`src/hw/rtl/gpr_pkg.sv`:
```
// ----------------------------------------------------------------------------
// GPIO port register block package
// Payload types, status and mode codes, register offsets, queue job type.
// ----------------------------------------------------------------------------
package gpr_pkg;

  localparam int PIN_MAX     = 16;
  localparam int PIN_COUNT   = 16;
  localparam int QUEUE_DEPTH = 2;

  localparam logic [9:0] OFS_MODE_LO   = 10'h000;
  localparam logic [9:0] OFS_MODE_HI   = 10'h004;
  localparam logic [9:0] OFS_INPUT     = 10'h008;
  localparam logic [9:0] OFS_OUTPUT    = 10'h00C;
  localparam logic [9:0] OFS_SET_RESET = 10'h010;
  localparam logic [9:0] OFS_RESET     = 10'h014;
  localparam logic [9:0] OFS_LOCK      = 10'h018;

  typedef enum logic [1:0] {
    MODE_READ  = 2'd0,
    MODE_WRITE = 2'd1,
    MODE_PIN   = 2'd2
  } gpr_mode_t;

  typedef enum logic [1:0] {
    ST_OK        = 2'd0,
    ST_UNALIGNED = 2'd1,
    ST_FAULT     = 2'd2,
    ST_READ_ONLY = 2'd3
  } gpr_status_t;

  typedef enum logic {
    KIND_RESP = 1'b0,
    KIND_PIN  = 1'b1
  } gpr_kind_t;

  typedef struct packed {
    gpr_mode_t   mode;
    logic [9:0]  offset;
    logic        access_word;
    logic [31:0] write_data;
    logic [4:0]  pin_index;
    logic        pin_level;
  } gpr_in_t;

  typedef struct packed {
    gpr_kind_t   kind;
    logic [31:0] read_data;
    gpr_status_t status;
    logic [3:0]  changed_pin;
    logic        new_level;
    logic        last;
  } gpr_out_t;

  typedef struct packed {
    logic [PIN_MAX-1:0] change_mask;
    logic [PIN_MAX-1:0] levels;
    logic [31:0]        read_data;
    gpr_status_t        status;
  } gpr_job_t;

endpackage

```
`src/hw/rtl/gpr_front.sv`:
```
// ----------------------------------------------------------------------------
// GPIO port front end
// Decode bus accesses and pin events, update registers, queue a job per bus access.
// ----------------------------------------------------------------------------
module gpr_front #(
  parameter int PIN_COUNT = gpr_pkg::PIN_COUNT
) (
  input  logic             clk,
  input  logic             rst_n,
  input  logic             in_valid,
  input  gpr_pkg::gpr_in_t in_data,
  input  logic             q_full,
  output logic             in_stall,
  output logic             q_push,
  output gpr_pkg::gpr_job_t q_job
);

  localparam logic [gpr_pkg::PIN_MAX-1:0] PIN_MASK =
    gpr_pkg::PIN_MAX'((33'd1 << PIN_COUNT) - 33'd1);

  logic [31:0]                mode_lo_r, mode_lo_nxt;
  logic [31:0]                mode_hi_r, mode_hi_nxt;
  logic [gpr_pkg::PIN_MAX-1:0] in_lvl_r, in_lvl_nxt;
  logic [31:0]                out_lvl_r, out_lvl_nxt;
  logic [31:0]                lock_r, lock_nxt;
  logic                       accept;
  logic [31:0]                rdata;
  gpr_pkg::gpr_status_t       status;

  assign in_stall = q_full;
  assign accept   = in_valid && !in_stall;

  always_comb begin
    mode_lo_nxt = mode_lo_r;
    mode_hi_nxt = mode_hi_r;
    in_lvl_nxt  = in_lvl_r;
    out_lvl_nxt = out_lvl_r;
    lock_nxt    = lock_r;
    rdata       = 32'd0;
    status      = gpr_pkg::ST_OK;
    q_push      = 1'b0;
    case (in_data.mode)
      gpr_pkg::MODE_PIN: begin
        if (32'(in_data.pin_index) < 32'(PIN_COUNT)) begin
          in_lvl_nxt[in_data.pin_index[3:0]] = in_data.pin_level;
        end
      end
      gpr_pkg::MODE_READ: begin
        q_push = accept;
        if (!in_data.access_word) begin
          status = gpr_pkg::ST_UNALIGNED;
        end else begin
          case (in_data.offset)
            gpr_pkg::OFS_MODE_LO: rdata = mode_lo_r;
            gpr_pkg::OFS_MODE_HI: rdata = mode_hi_r;
            gpr_pkg::OFS_INPUT:   rdata = {16'd0, in_lvl_r};
            gpr_pkg::OFS_OUTPUT:  rdata = out_lvl_r;
            gpr_pkg::OFS_LOCK:    rdata = lock_r;
            default:              status = gpr_pkg::ST_FAULT;
          endcase
        end
      end
      gpr_pkg::MODE_WRITE: begin
        q_push = accept;
        if (!in_data.access_word) begin
          status = gpr_pkg::ST_UNALIGNED;
        end else begin
          case (in_data.offset)
            gpr_pkg::OFS_MODE_LO:   mode_lo_nxt = in_data.write_data;
            gpr_pkg::OFS_MODE_HI:   mode_hi_nxt = in_data.write_data;
            gpr_pkg::OFS_INPUT:     status = gpr_pkg::ST_READ_ONLY;
            gpr_pkg::OFS_OUTPUT:    out_lvl_nxt = in_data.write_data;
            gpr_pkg::OFS_SET_RESET: out_lvl_nxt =
              (out_lvl_r | {16'd0, in_data.write_data[15:0]})
              & ~{16'd0, in_data.write_data[31:16]};
            gpr_pkg::OFS_RESET:     out_lvl_nxt =
              out_lvl_r & ~{16'd0, in_data.write_data[15:0]};
            gpr_pkg::OFS_LOCK:      lock_nxt = in_data.write_data;
            default:                status = gpr_pkg::ST_FAULT;
          endcase
        end
      end
      default: begin
      end
    endcase
  end

  assign q_job.change_mask = (out_lvl_r[15:0] ^ out_lvl_nxt[15:0]) & PIN_MASK;
  assign q_job.levels      = out_lvl_nxt[15:0];
  assign q_job.read_data   = rdata;
  assign q_job.status      = status;

  always_ff @(posedge clk) begin
    if (!rst_n) begin
      mode_lo_r <= 32'd0;
      mode_hi_r <= 32'd0;
      in_lvl_r  <= '0;
      out_lvl_r <= 32'd0;
      lock_r    <= 32'd0;
    end else if (accept) begin
      mode_lo_r <= mode_lo_nxt;
      mode_hi_r <= mode_hi_nxt;
      in_lvl_r  <= in_lvl_nxt;
      out_lvl_r <= out_lvl_nxt;
      lock_r    <= lock_nxt;
    end
  end

endmodule

```
`src/hw/rtl/gpr_queue.sv`:
```
// ----------------------------------------------------------------------------
// GPIO port job queue
// Small FIFO between the decode front end and the result sequencer.
// ----------------------------------------------------------------------------
module gpr_queue (
  input  logic              clk,
  input  logic              rst_n,
  input  logic              push,
  input  gpr_pkg::gpr_job_t push_job,
  input  logic              pop,
  output logic              full,
  output logic              q_valid,
  output gpr_pkg::gpr_job_t q_job
);

  localparam int PW = $clog2(gpr_pkg::QUEUE_DEPTH);
  localparam int CW = $clog2(gpr_pkg::QUEUE_DEPTH + 1);

  gpr_pkg::gpr_job_t slot_r [gpr_pkg::QUEUE_DEPTH];
  logic [PW-1:0]     wr_ptr_r, wr_ptr_nxt;
  logic [PW-1:0]     rd_ptr_r, rd_ptr_nxt;
  logic [CW-1:0]     count_r, count_nxt;
  logic              do_push, do_pop;

  assign full    = count_r == CW'(gpr_pkg::QUEUE_DEPTH);
  assign q_valid = count_r != '0;
  assign q_job   = slot_r[rd_ptr_r];
  assign do_push = push && !full;
  assign do_pop  = pop && q_valid;

  always_comb begin
    wr_ptr_nxt = wr_ptr_r;
    rd_ptr_nxt = rd_ptr_r;
    count_nxt  = count_r;
    if (do_push) begin
      wr_ptr_nxt = (wr_ptr_r == PW'(gpr_pkg::QUEUE_DEPTH - 1)) ? '0 : wr_ptr_r + 1'b1;
    end
    if (do_pop) begin
      rd_ptr_nxt = (rd_ptr_r == PW'(gpr_pkg::QUEUE_DEPTH - 1)) ? '0 : rd_ptr_r + 1'b1;
    end
    case ({do_push, do_pop})
      2'b10:   count_nxt = count_r + 1'b1;
      2'b01:   count_nxt = count_r - 1'b1;
      default: count_nxt = count_r;
    endcase
  end

  always_ff @(posedge clk) begin
    if (!rst_n) begin
      wr_ptr_r <= '0;
      rd_ptr_r <= '0;
      count_r  <= '0;
    end else begin
      wr_ptr_r <= wr_ptr_nxt;
      rd_ptr_r <= rd_ptr_nxt;
      count_r  <= count_nxt;
    end
  end

  always_ff @(posedge clk) begin
    if (do_push) begin
      slot_r[wr_ptr_r] <= push_job;
    end
  end

endmodule

```
`src/hw/rtl/gpr_back.sv`:
```
// ----------------------------------------------------------------------------
// GPIO port result sequencer
// Emit one change word per changed pin in ascending order, then the response.
// ----------------------------------------------------------------------------
module gpr_back (
  input  logic              clk,
  input  logic              rst_n,
  input  logic              q_valid,
  input  gpr_pkg::gpr_job_t q_job,
  output logic              q_pop,
  input  logic              out_stall,
  output logic              out_valid,
  output gpr_pkg::gpr_out_t out_data
);

  logic                        busy_r, busy_nxt;
  gpr_pkg::gpr_job_t           job_r, job_nxt;
  logic                        out_valid_r, out_valid_nxt;
  gpr_pkg::gpr_out_t           out_data_r, out_data_nxt;
  logic                        out_free;
  logic [3:0]                  low_pin;

  assign out_free = !out_valid_r || !out_stall;
  assign q_pop    = !busy_r && q_valid;

  always_comb begin
    low_pin = 4'd0;
    for (int i = gpr_pkg::PIN_MAX - 1; i >= 0; i--) begin
      if (job_r.change_mask[i]) begin
        low_pin = 4'(i);
      end
    end
  end

  always_comb begin
    busy_nxt      = busy_r;
    job_nxt       = job_r;
    out_valid_nxt = out_valid_r && out_stall;
    out_data_nxt  = out_data_r;
    if (!busy_r) begin
      if (q_valid) begin
        busy_nxt = 1'b1;
        job_nxt  = q_job;
      end
    end else if (out_free) begin
      out_valid_nxt = 1'b1;
      if (job_r.change_mask != '0) begin
        out_data_nxt.kind        = gpr_pkg::KIND_PIN;
        out_data_nxt.read_data   = 32'd0;
        out_data_nxt.status      = gpr_pkg::ST_OK;
        out_data_nxt.changed_pin = low_pin;
        out_data_nxt.new_level   = job_r.levels[low_pin];
        out_data_nxt.last        = 1'b0;
        job_nxt.change_mask[low_pin] = 1'b0;
      end else begin
        out_data_nxt.kind        = gpr_pkg::KIND_RESP;
        out_data_nxt.read_data   = job_r.read_data;
        out_data_nxt.status      = job_r.status;
        out_data_nxt.changed_pin = 4'd0;
        out_data_nxt.new_level   = 1'b0;
        out_data_nxt.last        = 1'b1;
        busy_nxt                 = 1'b0;
      end
    end
  end

  always_ff @(posedge clk) begin
    if (!rst_n) begin
      busy_r      <= 1'b0;
      out_valid_r <= 1'b0;
    end else begin
      busy_r      <= busy_nxt;
      out_valid_r <= out_valid_nxt;
    end
  end

  always_ff @(posedge clk) begin
    job_r      <= job_nxt;
    out_data_r <= out_data_nxt;
  end

  assign out_valid = out_valid_r;
  assign out_data  = out_data_r;

endmodule

```
`src/hw/rtl/gpio_port_register_block.sv`:
```
// Path: an accepted bus access is written into the job queue, loaded into the
// result sequencer's job register, and its first result word is registered.
// The sequencer loads one job at a time and, while out_stall is low, emits one
// word a cycle; pin events emit nothing; a 2-deep job queue absorbs bursts.
// Reset: synchronous active-low rst_n clears all port registers to zero
// and empties the queue and output stage.
// ----------------------------------------------------------------------------
// GPIO port register block
// Bus register access with bit set/reset and per-pin output change records.
// ----------------------------------------------------------------------------
module gpio_port_register_block #(
  parameter int PIN_COUNT = gpr_pkg::PIN_COUNT
) (
  input  logic              clk,
  input  logic              rst_n,
  input  logic              in_valid,
  output logic              in_stall,
  input  gpr_pkg::gpr_in_t  in_data,
  output logic              out_valid,
  input  logic              out_stall,
  output gpr_pkg::gpr_out_t out_data
);

  logic              push, pop, full, q_valid;
  gpr_pkg::gpr_job_t push_job, q_job;

  gpr_front #(
    .PIN_COUNT(PIN_COUNT)
  ) u_front (
    .clk      (clk),
    .rst_n    (rst_n),
    .in_valid (in_valid),
    .in_data  (in_data),
    .q_full   (full),
    .in_stall (in_stall),
    .q_push   (push),
    .q_job    (push_job)
  );

  gpr_queue u_queue (
    .clk      (clk),
    .rst_n    (rst_n),
    .push     (push),
    .push_job (push_job),
    .pop      (pop),
    .full     (full),
    .q_valid  (q_valid),
    .q_job    (q_job)
  );

  gpr_back u_back (
    .clk       (clk),
    .rst_n     (rst_n),
    .q_valid   (q_valid),
    .q_job     (q_job),
    .q_pop     (pop),
    .out_stall (out_stall),
    .out_valid (out_valid),
    .out_data  (out_data)
  );

endmodule

```
`config.mk`:
```
export PLATFORM = sky130hd
export DESIGN_NAME = gpio_port_register_block
export DESIGN_NICKNAME = d
export VERILOG_FILES = /design/src/hw/rtl/gpr_pkg.sv /design/src/hw/rtl/gpr_front.sv /design/src/hw/rtl/gpr_queue.sv /design/src/hw/rtl/gpr_back.sv /design/src/hw/rtl/gpio_port_register_block.sv
export SDC_FILE = /design/constraint.sdc
export NUM_CORES = 1
export LEC_CHECK = 0
export ABC_AREA = 1
export BUFFER_PORTS_ARGS = -buffer_cell sky130_fd_sc_hd__buf_2
export CAP_MARGIN = 25
export CORE_MARGIN = 2
export CORE_UTILIZATION = 57
export CTS_BUF_LIST = sky130_fd_sc_hd__clkbuf_4 sky130_fd_sc_hd__clkbuf_8
export CTS_CLUSTER_SIZE = 28
export DETAILED_ROUTE_END_ITERATION = 8
export PLACE_DENSITY = 0.84
export SETUP_SLACK_MARGIN = 0.4
export SYNTH_ARGS = -nofsm -noshare
export SYNTH_HDL_FRONTEND = slang
export SYNTH_HIERARCHICAL = 1
export SYNTH_SLANG_ARGS = --single-unit
```
`constraint.sdc`:
```
create_clock -name clk -period 4.7 [get_ports clk]
set_input_delay 0.705 -clock clk [delete_from_list [all_inputs] [get_ports clk]]
set_output_delay 0.705 -clock clk [all_outputs]
set_load 0.005 [all_outputs]
```
; Yosys cells after proc, flatten, opt, wreduce, memory -nomap -nowiden
; Memory sizes are Yosys's and may differ from the RTL's. A register that Yosys moved wholly into a read port is not among the register bits.
; Cells that the tools add are included.
[word_totals]
output_inout_bits = 43
memories = 1
inputBits = 55
ramBits = 132
ff_bits = 257
[classes]
addsub = 4
n_mux = 53
n_bitwise = 9
n_eq_ne = 13
reduce_logical = 30
n_lt_le_gt_ge = 5
[mem_list]
columns = memory, depth, word_bits, rd, rd_ports_with_merged_regs, write_ports, line
row1 = u_queue.slot_r, 2, 66, 1, 1, 1, gpr_queue.sv:19  ; gpr_pkg::gpr_job_t slot_r [gpr_pkg::QUEUE_DEPTH];
[op_table]
columns = op, n
row1 = $pmux W32 S5, 1
row2 = $pmux W32 S3, 1
row3 = $mux W16, 5
row4 = $mux W66, 1
row5 = $and A32 B32 Y32, 2
row6 = $mux W32, 2
row7 = $mux W4, 16
row8 = $not A16 Y32, 2
row9 = $mux W41, 1
row10 = $or A32 B16 Y32, 1
row11 = $eq A10 B5 Y1 const B, 3
row12 = $eq A10 B4 Y1 const B, 2
row13 = $and A16 B16 Y16, 1
row14 = $bwmux W16, 1
row15 = $mux W1, 16
row16 = $not A16 Y16, 1
row17 = $reduce_and A4 Y1, 4
row18 = $reduce_bool A16 Y1, 1
row19 = $xor A16 B16 Y16, 1
row20 = $pmux W2 S2, 3
row21 = $eq A10 B3 Y1 const B, 1
row22 = $logic_not A10 Y1, 1
row23 = $lt A4 B5 Y1 const B, 2
row24 = $demux W1 S4, 2
row25 = 22 further kinds, 43

; Depth between registers and ports, before layout
; Gate-level depths: netlist of run 1.
[depth]
word_depth = 25
mapped_depth = 23
ltp_nobuf = 23

; Cells and area by module
; Netlist of run 1, hierarchy kept.
[modules_own_cells]
columns = mod, cells_each, instances, area_per_inst_um2, seq_area_each_um2
row1 = gpr_front, 1170, 1, 7780.0, 2882.8
row2 = gpr_queue, 243, 1, 5166.2, 4063.9
row3 = gpr_back, 346, 1, 4365.4, 3253.1

; Worst setup path after synthesis of run 1
; Ideal clock, no wire load.
[synth_timing]
path_kind = input -> register
start = input in_valid
end = memory u_queue/slot_r[0][0] (netlist bit), enable pin
setup_time_ps = 490
cell_stages = 6
n_path_buf = 0
arrival_ps = 3918
path_slack_ps = 292
cell_sequence = nand2_1 nor2_1 inv_1 nor2_1 inv_1 nor2_1
[synth_between]
elab_chain_len = 5
[synth_rtl]
columns = element, line
row1 = from (decl), gpio_port_register_block.sv:16  ; input logic in_valid,
row2 = $logic_and A1 B1 Y1, gpr_front.sv:31  ; assign accept = in_valid && !in_stall;
row3 = $mux W1, gpr_front.sv:42  ; case (in_data.mode)
row4 = net push, gpio_port_register_block.sv:24  ; logic push, pop, full, q_valid;
row5 = $logic_and A1 B1 Y1, gpr_queue.sv:28  ; assign do_push = push && !full;
row6 = $mux W1, gpr_queue.sv:61  ; if (do_push) begin
row7 = $mux W1 (not written as such), gpr_queue.sv:62  ; slot_r[wr_ptr_r] <= push_job;
row8 = to (decl), gpr_queue.sv:19
; The timed path passes the listed nets, and every way through them passes these cells.

; Final worst setup path of run 1
[layout_timing]
start = register u_queue.count_r[0]
end = memory u_queue/slot_r[0][30] (netlist bit), enable pin
[layout_between]
elab_chain_len = 7
[layout_rtl]
columns = element, line
row1 = from (decl), gpr_queue.sv:22  ; logic [CW-1:0] count_r, count_nxt;
row2 = from (signal assigned), gpr_queue.sv:56  ; count_r <= count_nxt;
row3 = $eq A2 B2 Y1, gpr_queue.sv:25  ; assign full = count_r == CW'(gpr_pkg::QUEUE_DEPTH);
row4 = $logic_not A1 Y1, gpr_front.sv:31
row5 = $logic_and A1 B1 Y1, gpr_front.sv:31
row6 = $mux W1, gpr_front.sv:42
row7 = net push, gpio_port_register_block.sv:24
row8 = $logic_and A1 B1 Y1, gpr_queue.sv:28
row9 = $mux W1, gpr_queue.sv:61
row10 = $mux W1 (not written as such), gpr_queue.sv:62
; The timed path passes the listed nets, and every way through them passes these cells.

==> PnR_summary.wiki, run 1 <==
{| class="wikitable"
! Metric !! Value
|-
| Final TNS setup || 0 ns
|-
| Clk pin slew, worst setup/hold paths || 0.06 ns
|-
| Number of standard-cell rows in the floorplan || 63
|-
| Via-to-Cell Ratio || 5.56
|-
| Post-CTS Resized || 0
|-
| Post-Syn Area || 17300 um2
|-
| Synth top area cells || sky130_fd_sc_hd__edfxtp_1, sky130_fd_sc_hd__dfxtp_1, sky130_fd_sc_hd__inv_1
|-
| Simple logic cell fraction of the synthesized area || 13.5%
|-
| Static power due to leakage || 7.51 nW
|-
| Global routing usage summed across all routing layers || 25.5%
|-
| Count of endpoints failing setup in the final report || 0
|-
| Yosys reg bits || 390
|-
| Dominant synthesized flop cell || sky130_fd_sc_hd__edfxtp_1
|-
| Adder and majority cell fraction of the synthesized area || 0.0723%
|-
| Combinational family with the most area after synthesis || simple AND/OR/NAND/NOR gates
|-
| Proportion of netlist area held by the largest area contributor || 41.5%
|-
| Worst Max-Slew Pin Slew || 0.900 ns
|-
| Final antenna-violating net count || 0
|-
| Final GP Congestion || 0.933
|-
| Type of the worst setup path || register to register
|-
| Areal power density over the cells || 408 nW/um2
|-
| Placed cell area || 17900 um2
|-
| Sequential cell area in the final layout || 10200 um2
|-
| Post-synthesis area per instance || 9.84 um2
|-
| Number of enable-type register cells in the synthesized netlist || 239
|-
| DP Worst Slack || 1.65 ns
|-
| Clk sink count || 390
|-
| Average routed wire per standard cell || 17.7 um
|-
| Starting density of the core || 58.1%
|-
| Filler instances || 2257
|-
| Proportion of synthesized area in mux cells || 5.16%
|-
| Required time of the critical path || 4.98 ns
|-
| Num CTS Buffers || 59
|-
| Die span in y || 178 um
|-
| DIE WIDTH || 178 um
|-
| Area fraction in compound gates after synthesis || 12.8%
|-
| Share of the cycle needed by the critical path after routing || 58.1%
|-
| Final layout net count || 1908
|-
| Global-route wire length before repair || 63100 um
|-
| Fraction of synthesized cell area in xor and xnor cells || 0%
|-
| Count of different cell masters after synthesis || 42
|-
| Share of async-settable or async-resettable flops after synthesis || 0%
|-
| Commonest non-fill, non-tap cell in the layout || sky130_fd_sc_hd__inv_1
|-
| Setup repair after global routing missed its margin || false
|-
| Final clock skew || 0.0250 ns
|-
| Share of post-route cells with drive strength above 1 || 19.0%
|-
| CP Max Fanout || 29
|-
| Total Die Area || 31800 um2
|-
| Pins Over Slew Limit || 0
|-
| Cell at the root of the clock tree || sky130_fd_sc_hd__clkbuf_8
|-
| Aggregate global routing overflow || 0
|-
| Buffers inserted during post-CTS setup optimization || 0
|-
| Worst path arrival time || 3.01 ns
|-
| Synthesized netlist net count || 1815
|-
| Placeable core area || 29800 um2
|-
| Post-route DRC || 0
|-
| Max rail drop VDD || 0.000252 V
|-
| Post-route total power || 0.00786 W
|-
| Synth-to-Final Area Change || 11.4%
|-
| Via count of the first global-routing pass || 12.0k
|-
| Post-Route WL || 40600 um
|-
| Commonest cells after routing, fill and taps aside || sky130_fd_sc_hd__inv_1, sky130_fd_sc_hd__edfxtp_1, sky130_fd_sc_hd__nand2_1, sky130_fd_sc_hd__nor2_1, sky130_fd_sc_hd__a21oi_1
|-
| Dominant cell type by area after synthesis || sky130_fd_sc_hd__edfxtp_1
|-
| Maximum single-stage delay on the critical path || 0.69 ns
|-
| Crit. End Element || register
|-
| H-tree levels || 2
|-
| Largest net degree at the start of global routing || 67
|-
| TritonCTS clock tree || yes
|-
| Post-route worst setup slack || 1.97 ns
|-
| Placed wire-length estimate || 27100 um
|-
| Yosys Warn Count || 6
|-
| Area occupied by multi-input gates || 5460 um2
|-
| Cell-by-cell listing of the critical path || nor2_1 > inv_1 > nand2_1 > nor2_1 > inv_1 > nor2_1 > inv_1 > nor2_4 > buf_4
|-
| Element type at the critical path start || register
|-
| Antenna violations before repair || 0
|-
| Maximum count of clock buffers along a single path || 3
|-
| Maximum capacitance violations || 0
|-
| Design Area, Final || 19300 um2
|-
| Sequential area share after synthesis || 58.9%
|-
| Fin crit period || 2.73 ns
|-
| Drt first pass iters || 5
|-
| Antenna diode count || 0
|-
| Final-report hold violation count || 0
|-
| Outcome || completed
|-
| Count of pins on the block boundary || 98
|-
| Via count || 12.7k
|-
| Latest clock arrival within the worst-skew pair || 0.61 ns
|-
| Count of buffers from port buffering || 97
|-
| Violation count after the first detailed-route iteration || 1321
|-
| Max-Slew Margin vs Limit || 39.9%
|-
| Fmax || 0.366 GHz
|-
| Number of buffers inserted by hold repair at cts || 0
|-
| Crit path max-delay cell type || sky130_fd_sc_hd__nor2_4
|-
| Tightest Hold Check Type || primary input to register
|-
| Cells after synthesis || 1759
|}
[power breakdown]
group	switching, W	internal [W]	total, W
Sequential	0.0000965	0.00391	0.00400
Combinational	0.000575	0.000282	0.000857
Clock	0.00130	0.00170	0.00300
Total	0.00197	0.00589	0.00786
[kinds of logic (layout without fill, tap and decap cells)]
| family | count (synthesis) | after routing |
|---|---|---|
| muxes | 66 | 66 |
| AOI/OAI and AO/OA | 404 | 404 |
| adders and majority gates | 1 | 1 |
| DFF | 390 | 390 |
| buffers and inverters | 393 | 536 |
| and+or+nand+nor | 505 | 505 |
[routing by layer]
metal  vias up  routed length [um]  GRT usage (%)  share of wire (%)
li1       6093                   -              -                  -
met1      6032               17300           34.8                 43
met2       518               19100           40.7                 47
met3       101                2810           4.41                6.9
met4         0                1370           10.2                3.4
met5         -                   0              0                  0
[final cells by class]
class / instances / area share [%]
flip-flops and latches: 390 / 52.9
multi-input cells: 976 / 28.3
inverters: 314 / 6.16
clock buffers: 87 / 5.62
repair buffers: 111 / 3.35
well taps: 390 / 2.53
clock inverters: 24 / 1.13
[synth_stat cells, types with 2 or more instances]
cell type and number:
sky130_fd_sc_hd__a21oi_2 16, sky130_fd_sc_hd__edfxtp_1 239, sky130_fd_sc_hd__nor2_1 169, sky130_fd_sc_hd__clkbuf_1 29, sky130_fd_sc_hd__dfxtp_1 151, sky130_fd_sc_hd__o211ai_1 14, sky130_fd_sc_hd__buf_6 15, sky130_fd_sc_hd__inv_2 17
sky130_fd_sc_hd__nand2_2 11, sky130_fd_sc_hd__nor3_1 5, sky130_fd_sc_hd__nand4_1 12, sky130_fd_sc_hd__buf_2 29, sky130_fd_sc_hd__o22ai_1 49, sky130_fd_sc_hd__a211oi_1 2, sky130_fd_sc_hd__o21ai_1 101, sky130_fd_sc_hd__nand2_1 179
sky130_fd_sc_hd__buf_4 6, sky130_fd_sc_hd__mux2_4 40, sky130_fd_sc_hd__nand3_1 94, sky130_fd_sc_hd__mux2_2 26, sky130_fd_sc_hd__a32o_1 6, sky130_fd_sc_hd__nor2_4 10, sky130_fd_sc_hd__clkinv_1 9, sky130_fd_sc_hd__nand2_4 10
sky130_fd_sc_hd__inv_1 285, sky130_fd_sc_hd__o21ai_0 56, sky130_fd_sc_hd__nand3_2 2, sky130_fd_sc_hd__a21oi_1 157, sky130_fd_sc_hd__nand2_8 2, sky130_fd_sc_hd__nor2_2 6
[sequential cells by signal (all words and copies together) (netlist names), named ones only]
register and cells:
u_queue/slot_r 132, u_back/job_r 66, u_back/out_data 41, u_front/lock_r 32
u_front/mode_hi_r 32, u_front/mode_lo_r 32, u_front/out_lvl_r 32, u_front/in_lvl_r 16
u_queue/count_r 2, u_back/busy_r 1, u_back/out_valid 1, u_queue/rd_ptr_r 1
u_queue/wr_ptr_r 1
[worst paths after layout]
check                                                  startpoint                                end  slack, ns  cells after the start
worst min-delay path                                    out_stall        u_back/out_valid$_SDFF_PN0_       0.40                      3
worst max-delay path              u_queue/count_r[0]$_SDFFE_PN0P_    u_queue/slot_r[0][30]$_DFFE_PP_       1.97                      9
worst min register to register  u_front/mode_lo_r[0]$_SDFFE_PN0P_  u_front/mode_lo_r[0]$_SDFFE_PN0P_       0.45                      2
worst max register to register    u_queue/count_r[0]$_SDFFE_PN0P_    u_queue/slot_r[0][30]$_DFFE_PP_       1.97                      9
[metrics by stage]
step	utilization (%)	hold WS (ns)	instances
floorplan	-	0.424	1759
global placement	60.1	0.434	2178
detailed placement	60.2	0.438	2179
CTS	64.6	0.377	2290
global route	64.7	0.415	2292
finish	64.7	0.398	2292
[worst max-delay path: cells and delay by family, from the launching register on]
family | cells | cell delay [ns]
buffers and inverters | 4 | 0.69
DFF | 1 | 0.39
and+or+nand+nor | 5 | 1.30
(Power assumes the default switching activity.)
==> run 2: changes to the inputs <==
Clock period 4.7 ns to 2.45 ns, I/O delays scaled along.
==> run 2 against run 1 <==
Compared with the run above:
- register-to-register slack lost 1.7 ns
- combinational power increased by 120%
- count of clock-buffer cells in the layout up 1
- non-clock buffer count up 32
- final area up 2.4%
- maximum frequency increased by 27%
- sequential share of layout area down 1.2 points
- global-route usage up 0.47 points
- die area unchanged
==> PnR_summary.wiki, run 2 (synthesis results as in run 1) <==
{| class="wikitable"
! Metric !! Value
|-
| Final-report hold violation count || 0
|-
| Die span in y || 178 um
|-
| Crit path max-delay cell type || sky130_fd_sc_hd__edfxtp_1
|-
| Routed length on met2 || 20000 um
|-
| Via count of the first global-routing pass || 12.2k
|-
| Count of pins on the block boundary || 98
|-
| Fin crit period || 2.15 ns
|-
| Max rail drop VDD || 0.000555 V
|-
| Commonest cells after routing, fill and taps aside || sky130_fd_sc_hd__inv_1, sky130_fd_sc_hd__edfxtp_1, sky130_fd_sc_hd__nand2_1, sky130_fd_sc_hd__nor2_1, sky130_fd_sc_hd__a21oi_1
|-
| Element type at the critical path start || register
|-
| Type of the worst setup path || register to register
|-
| Crit-path most repeated cell || sky130_fd_sc_hd__nand3_1
|-
| CP Max Fanout || 12
|-
| Post-route total power || 0.0154 W
|-
| Starting density of the core || 58.1%
|-
| Register containing the most flip-flops in the final layout || u_queue/slot_r
|-
| Max FFs per register || 132
|-
| Pins Over Slew Limit || 0
|-
| Cell-by-cell listing of the critical path || inv_2 > nand3_1 > nand3_1 > nand3_1 > nand3_1 > nand2_1 > a21oi_2 > inv_2 > nor2_4 > buf_6 > nand2_2 > a32o_1
|-
| DIE WIDTH || 178 um
|-
| Latest clock arrival within the worst-skew pair || 0.61 ns
|-
| Filler instances || 2229
|-
| Worst Max-Slew Pin Slew || 0.634 ns
|-
| Num CTS Buffers || 59
|-
| Antenna diode count || 0
|-
| Drt first pass iters || 6
|-
| Final-layout worst hold slack || 0.0807 ns
|-
| DP Worst Slack || 0.298 ns
|-
| Routed length on met1 || 17500 um
|-
| Number of buffers inserted by hold repair at cts || 0
|-
| Required time of the critical path || 2.80 ns
|-
| Share of the cycle needed by the critical path after routing || 87.7%
|-
| Antenna violations before repair || 0
|-
| Tightest Hold Check Type || primary input to register
|-
| Areal power density over the cells || 779 nW/um2
|-
| Placed wire-length estimate || 28500 um
|-
| Via-to-Cell Ratio || 5.63
|-
| Violation count after the first detailed-route iteration || 1410
|-
| Met3 wirelength from detailed routing || 3530 um
|-
| TritonCTS clock tree || yes
|-
| Global-route wire length before repair || 64000 um
|-
| Clk pin slew, worst setup/hold paths || 0.06 ns
|-
| Worst path arrival time || 2.50 ns
|-
| Static power due to leakage || 7.72 nW
|-
| Count of endpoints failing setup in the final report || 0
|-
| Total Die Area || 31800 um2
|-
| Commonest non-fill, non-tap cell in the layout || sky130_fd_sc_hd__inv_1
|-
| H-tree levels || 2
|-
| Outcome || completed
|-
| Setup repair after global routing missed its margin || true
|-
| Post-Route WL || 42400 um
|-
| Final layout net count || 1940
|-
| Post-route DRC || 0
|-
| Maximum count of clock buffers along a single path || 3
|-
| Final GP Congestion || 0.937
|-
| Top metal layer carrying routed signals || met4
|-
| Count of buffers from port buffering || 97
|-
| Fmax || 0.466 GHz
|-
| Cell at the root of the clock tree || sky130_fd_sc_hd__clkbuf_8
|-
| Global routing usage summed across all routing layers || 25.9%
|-
| Average routed wire per standard cell || 18.2 um
|-
| Post-route worst setup slack || 0.302 ns
|-
| Synth-to-Final Area Change || 14.1%
|-
| Maximum capacitance violations || 0
|-
| Placeable core area || 29800 um2
|-
| Via count || 13.1k
|-
| Max-Slew Margin vs Limit || 57.7%
|-
| Share of post-route cells with drive strength above 1 || 21.9%
|-
| Largest net degree at the start of global routing || 67
|-
| Final antenna-violating net count || 0
|-
| Aggregate global routing overflow || 0
|-
| Crit. End Element || register
|-
| Final TNS setup || 0 ns
|-
| Number of standard-cell rows in the floorplan || 63
|-
| Final clock skew || 0.0270 ns
|-
| Clk sink count || 390
|-
| Maximum single-stage delay on the critical path || 0.46 ns
|}
## run 2: cell types whose count changed in the layout (fill, tap and decap cells not counted), sizes merged
| cell | before | now |
|---|---|---|
| buf | 111 | 140 |
| clkinv | 30 | 22 |
| clkbuf | 87 | 91 |
| clkinvlp | 0 | 4 |
## run 2: critical path: cells and delay by family, from the launching register on
kind	cells	cell delay, ns
simple gates	7	0.66
buf+inv	3	0.38
flops	1	0.46
compound gates	2	0.41
## run 2: path summary, 6_finish.rpt
path,startpoint,endpoint,slack (ns),depth (start not counted)
max,u_back/job_r[62]$_DFFE_PP_,u_back/job_r[65]$_DFFE_PP_,0.30,12
min,out_stall,u_back/out_valid$_SDFF_PN0_,0.08,3
max reg2reg,u_back/job_r[62]$_DFFE_PP_,u_back/job_r[65]$_DFFE_PP_,0.30,12
min reg2reg,u_front/lock_r[1]$_SDFFE_PN0P_,u_front/lock_r[1]$_SDFFE_PN0P_,0.44,2
## run 2: area by class of cell
| class | count | area (um2) | area share, % |
|---|---|---|---|
| Tap cell | 390 | 488 | 2.47 |
| Sequential cell | 390 | 10200 | 51.7 |
| Timing Repair Buffer | 143 | 987 | 5.00 |
| Inverter | 314 | 1190 | 6.04 |
| Clock inverter | 20 | 211 | 1.07 |
| Multi-Input combinational cell | 976 | 5550 | 28.1 |
| Clock buffer | 88 | 1120 | 5.66 |
## run 2: per-stage QoR
stage | cells | util [%] | area, um2
after floorplan | 1759 | - | 17300
after global placement | 2202 | 61.0 | 18200
after detailed placement | 2202 | 61.0 | 18200
after CTS | 2311 | 65.6 | 19600
after global routing | 2321 | 66.3 | 19800
final | 2321 | 66.3 | 19800
## run 2: per-layer routing
metal  up-vias  GRT usage (%)
li1       6154              -
met1      6151           35.7
met2       654           42.0
met3       109           4.80
met4         0           8.23
met5         -              0
## run 2: repair_timing
action / 4_1_cts / 5_1_grt
buffers inserted: 1 / 5
pin swaps: 3 / 13
cloned: 0 / 5
resized for setup: 9 / 21
endpoints found under the setup margin: 9 / 148
## run 2: power breakdown
part	leakage, nW	internal, W	switching (W)
registers	3.43	0.00749	0.000195
logic	3.60	0.000656	0.00120
clock network	0.696	0.00335	0.00250
==> run 3: changes to the inputs <==
Settings changed: ABC_CLOCK_PERIOD_IN_PS from default to 2450, PLACE_DENSITY 0.84 to 0.86.
==> run 3 against run 2 <==
Compared with the run above:
- final area is 0.23% higher
- sequential cell count stayed put
- critical path type unchanged
- combinational power about the same
==> PnR_summary.wiki, run 3 (synthesis results as in run 1) <==
{| class="wikitable"
! Metric !! Value
|-
| Max rail drop VDD || 0.000450 V
|-
| Global routing usage summed across all routing layers || 27.1%
|-
| Antenna diode count || 0
|-
| Pins Over Slew Limit || 0
|-
| Clock network fraction of total power || 38.8%
|-
| Count of buffers from port buffering || 97
|-
| Cell at the root of the clock tree || sky130_fd_sc_hd__clkbuf_8
|-
| Cell-by-cell listing of the critical path || inv_2 > nand2_2 > nand2_1 > nand2_1 > nand2_1 > nand2_1 > nand2_1 > nand2_1 > nand2_1 > nand2_1 > nand2_1 > nand2_2 > nand2_4 > nand2_8 > nand2_8 > nand2_8 > inv_4 > nand2_2 > o211ai_1 > nand2_1
|-
| Max FFs per register || 132
|-
| Type of the worst setup path || register to register
|-
| Violation count after the first detailed-route iteration || 1463
|-
| Num CTS Buffers || 60
|-
| Count of pins on the block boundary || 98
|-
| Share of power burned in combinational logic || 11.9%
|-
| Worst path bufs/invs || 2
|-
| Final-report hold violation count || 0
|-
| Synth-to-Final Area Change || 14.4%
|-
| Placeable core area || 29800 um2
|-
| H-tree levels || 2
|-
| Share of the cycle needed by the critical path after routing || 87.6%
|-
| Post-route DRC || 0
|-
| Element type at the critical path start || register
|-
| Die span in y || 178 um
|-
| Post-Route WL || 43500 um
|-
| CP Max Fanout || 8
|-
| Setup repair after global routing missed its margin || true
|-
| Fin crit period || 2.15 ns
|-
| Via-to-Cell Ratio || 5.67
|-
| Required time of the critical path || 2.80 ns
|-
| Max-Slew Margin vs Limit || 55.1%
|-
| Final clock skew || 0.0211 ns
|-
| Sequential cell area in the final layout || 10200 um2
|-
| Outcome || completed
|-
| Post-placement cell count || 2201
|-
| DP Worst Slack || 0.234 ns
|-
| Area occupied by multi-input gates || 5540 um2
|-
| Clk pin slew, worst setup/hold paths || 0.07 ns
|-
| TritonCTS clock tree || yes
|-
| Final antenna-violating net count || 0
|-
| Final layout net count || 1947
|-
| Final GP Congestion || 0.921
|-
| Average routed wire per standard cell || 18.6 um
|-
| Maximum capacitance violations || 0
|-
| Count of endpoints failing setup in the final report || 0
|-
| Largest delay contributor family on the critical path || simple AND/OR/NAND/NOR gates
|-
| Commonest cells after routing, fill and taps aside || sky130_fd_sc_hd__inv_1, sky130_fd_sc_hd__edfxtp_1, sky130_fd_sc_hd__nand2_1, sky130_fd_sc_hd__nor2_1, sky130_fd_sc_hd__a21oi_1
|-
| Fmax || 0.466 GHz
|-
| Crit path max-delay cell type || sky130_fd_sc_hd__edfxtp_1
|-
| Global-route wire length before repair || 66600 um
|-
| Placed wire-length estimate || 28700 um
|-
| Maximum single-stage delay on the critical path || 0.41 ns
|-
| Aggregate global routing overflow || 0
|-
| Tightest Hold Check Type || primary input to register
|-
| Worst path arrival time || 2.50 ns
|-
| Maximum count of clock buffers along a single path || 3
|-
| Crit-path most repeated cell || sky130_fd_sc_hd__nand2_1
|-
| Register containing the most flip-flops in the final layout || u_queue/slot_r
|-
| Internal power || 0.0117 W
|-
| Worst Max-Slew Pin Slew || 0.673 ns
|-
| Starting density of the core || 58.1%
|-
| Switching power as a share of total power || 25.0%
|-
| Drt first pass iters || 9
|-
| Areal power density over the cells || 789 nW/um2
|-
| Via count || 13.2k
|-
| Commonest non-fill, non-tap cell in the layout || sky130_fd_sc_hd__inv_1
|-
| Via count of the first global-routing pass || 12.6k
|-
| Latest clock arrival within the worst-skew pair || 0.61 ns
|-
| Largest net degree at the start of global routing || 67
|-
| Clk sink count || 390
|-
| Total Die Area || 31800 um2
|-
| P_sw || 0.00391 W
|-
| Filler instances || 2151
|-
| Static power due to leakage || 7.72 nW
|-
| Final TNS setup || 0 ns
|-
| Crit. End Element || register
|-
| Post-route worst setup slack || 0.303 ns
|-
| Share of post-route cells with drive strength above 1 || 21.9%
|-
| DIE WIDTH || 178 um
|-
| Number of standard-cell rows in the floorplan || 63
|-
| Number of buffers inserted by hold repair at cts || 0
|-
| Antenna violations before repair || 0
|-
| Flop pwr share || 49.3%
|-
| Final std cells w/o fill || 2332
|}
## run 3: changes by cell type in the layout (fill, tap and decap cells not counted), moves of 3 or more
cell	before	now
sky130_fd_sc_hd__clkinv_1	12	16
sky130_fd_sc_hd__clkbuf_4	15	19
sky130_fd_sc_hd__nand3_2	5	2
sky130_fd_sc_hd__bufinv_16	4	7
sky130_fd_sc_hd__clkbuf_8	73	67
sky130_fd_sc_hd__nand2_2	19	16
sky130_fd_sc_hd__buf_4	33	43
sky130_fd_sc_hd__nand2_1	170	174
sky130_fd_sc_hd__nand3_1	91	94
## run 3: per-layer routing
| layer | wire (um) | vias up | track usage, % | share of wire [%] |
|---|---|---|---|---|
| li1 | - | 6176 | - | - |
| met4 | 1670 | 0 | 12.0 | 3.8 |
| met5 | 0 | - | 0 | 0 |
| met2 | 20800 | 723 | 43.9 | 48 |
| met3 | 3590 | 124 | 4.48 | 8.3 |
| met1 | 17400 | 6209 | 36.1 | 40 |
## run 3: tightest hold or removal path: cells and delay by family
family          cells  cell delay, ns
compound gates      1            0.10
buf+inv             1            0.09
simple gates        1            0.09
## run 3: final timing paths
path | cells past startpoint | start | slack (ns) | endpoint
max | 20 | u_back/job_r[64]$_DFFE_PP_ | 0.30 | u_back/job_r[63]$_DFFE_PP_
min | 3 | out_stall | 0.10 | u_back/out_valid$_SDFF_PN0_
max reg2reg | 20 | u_back/job_r[64]$_DFFE_PP_ | 0.30 | u_back/job_r[63]$_DFFE_PP_
min reg2reg | 2 | u_front/mode_hi_r[2]$_SDFFE_PN0P_ | 0.45 | u_front/mode_hi_r[2]$_SDFFE_PN0P_
## run 3: cell type report
class,instances,share of cell area (%)
clock buffers,86,5.38
clock inverters,27,1.59
inverters,314,6.03
multi-input cells,976,28.0
flip-flops and latches,390,51.6
well taps,390,2.46
repair buffers,149,4.99
## run 3: power by group through the flow
stage,Clock [W],Sequential (W),Combinational (W)
final,0.00606,0.00770,0.00186
after global routing,0.00638,0.00774,0.00203
after CTS,0.00612,0.00769,0.00172
after detailed placement,0,0.00782,0.00166
after global placement,0,0.00780,0.00161
after floorplan,0,0.00776,0.00114
## run 3: per-stage QoR
step / total power (W) / cell area (um2) / utilization, % / hold slack (ns)
2_1_floorplan: 0.00889 / 17300 / - / 0.424
3_3_place_gp: 0.00941 / 18200 / 60.9 / 0.431
4_1_cts: 0.0155 / 19600 / 65.8 / 0.0775
6_report: 0.0156 / 19800 / 66.4 / 0.101
3_5_place_dp: 0.00948 / 18200 / 60.9 / 0.439
5_1_grt: 0.0161 / 19800 / 66.4 / 0.106
## run 3: what timing repair did
action	4_1_cts	5_1_grt
pin swaps	2	8
gates cloned	0	2
endpoints found under the setup margin	51	108
resized for setup	4	22
buffers inserted	7	9
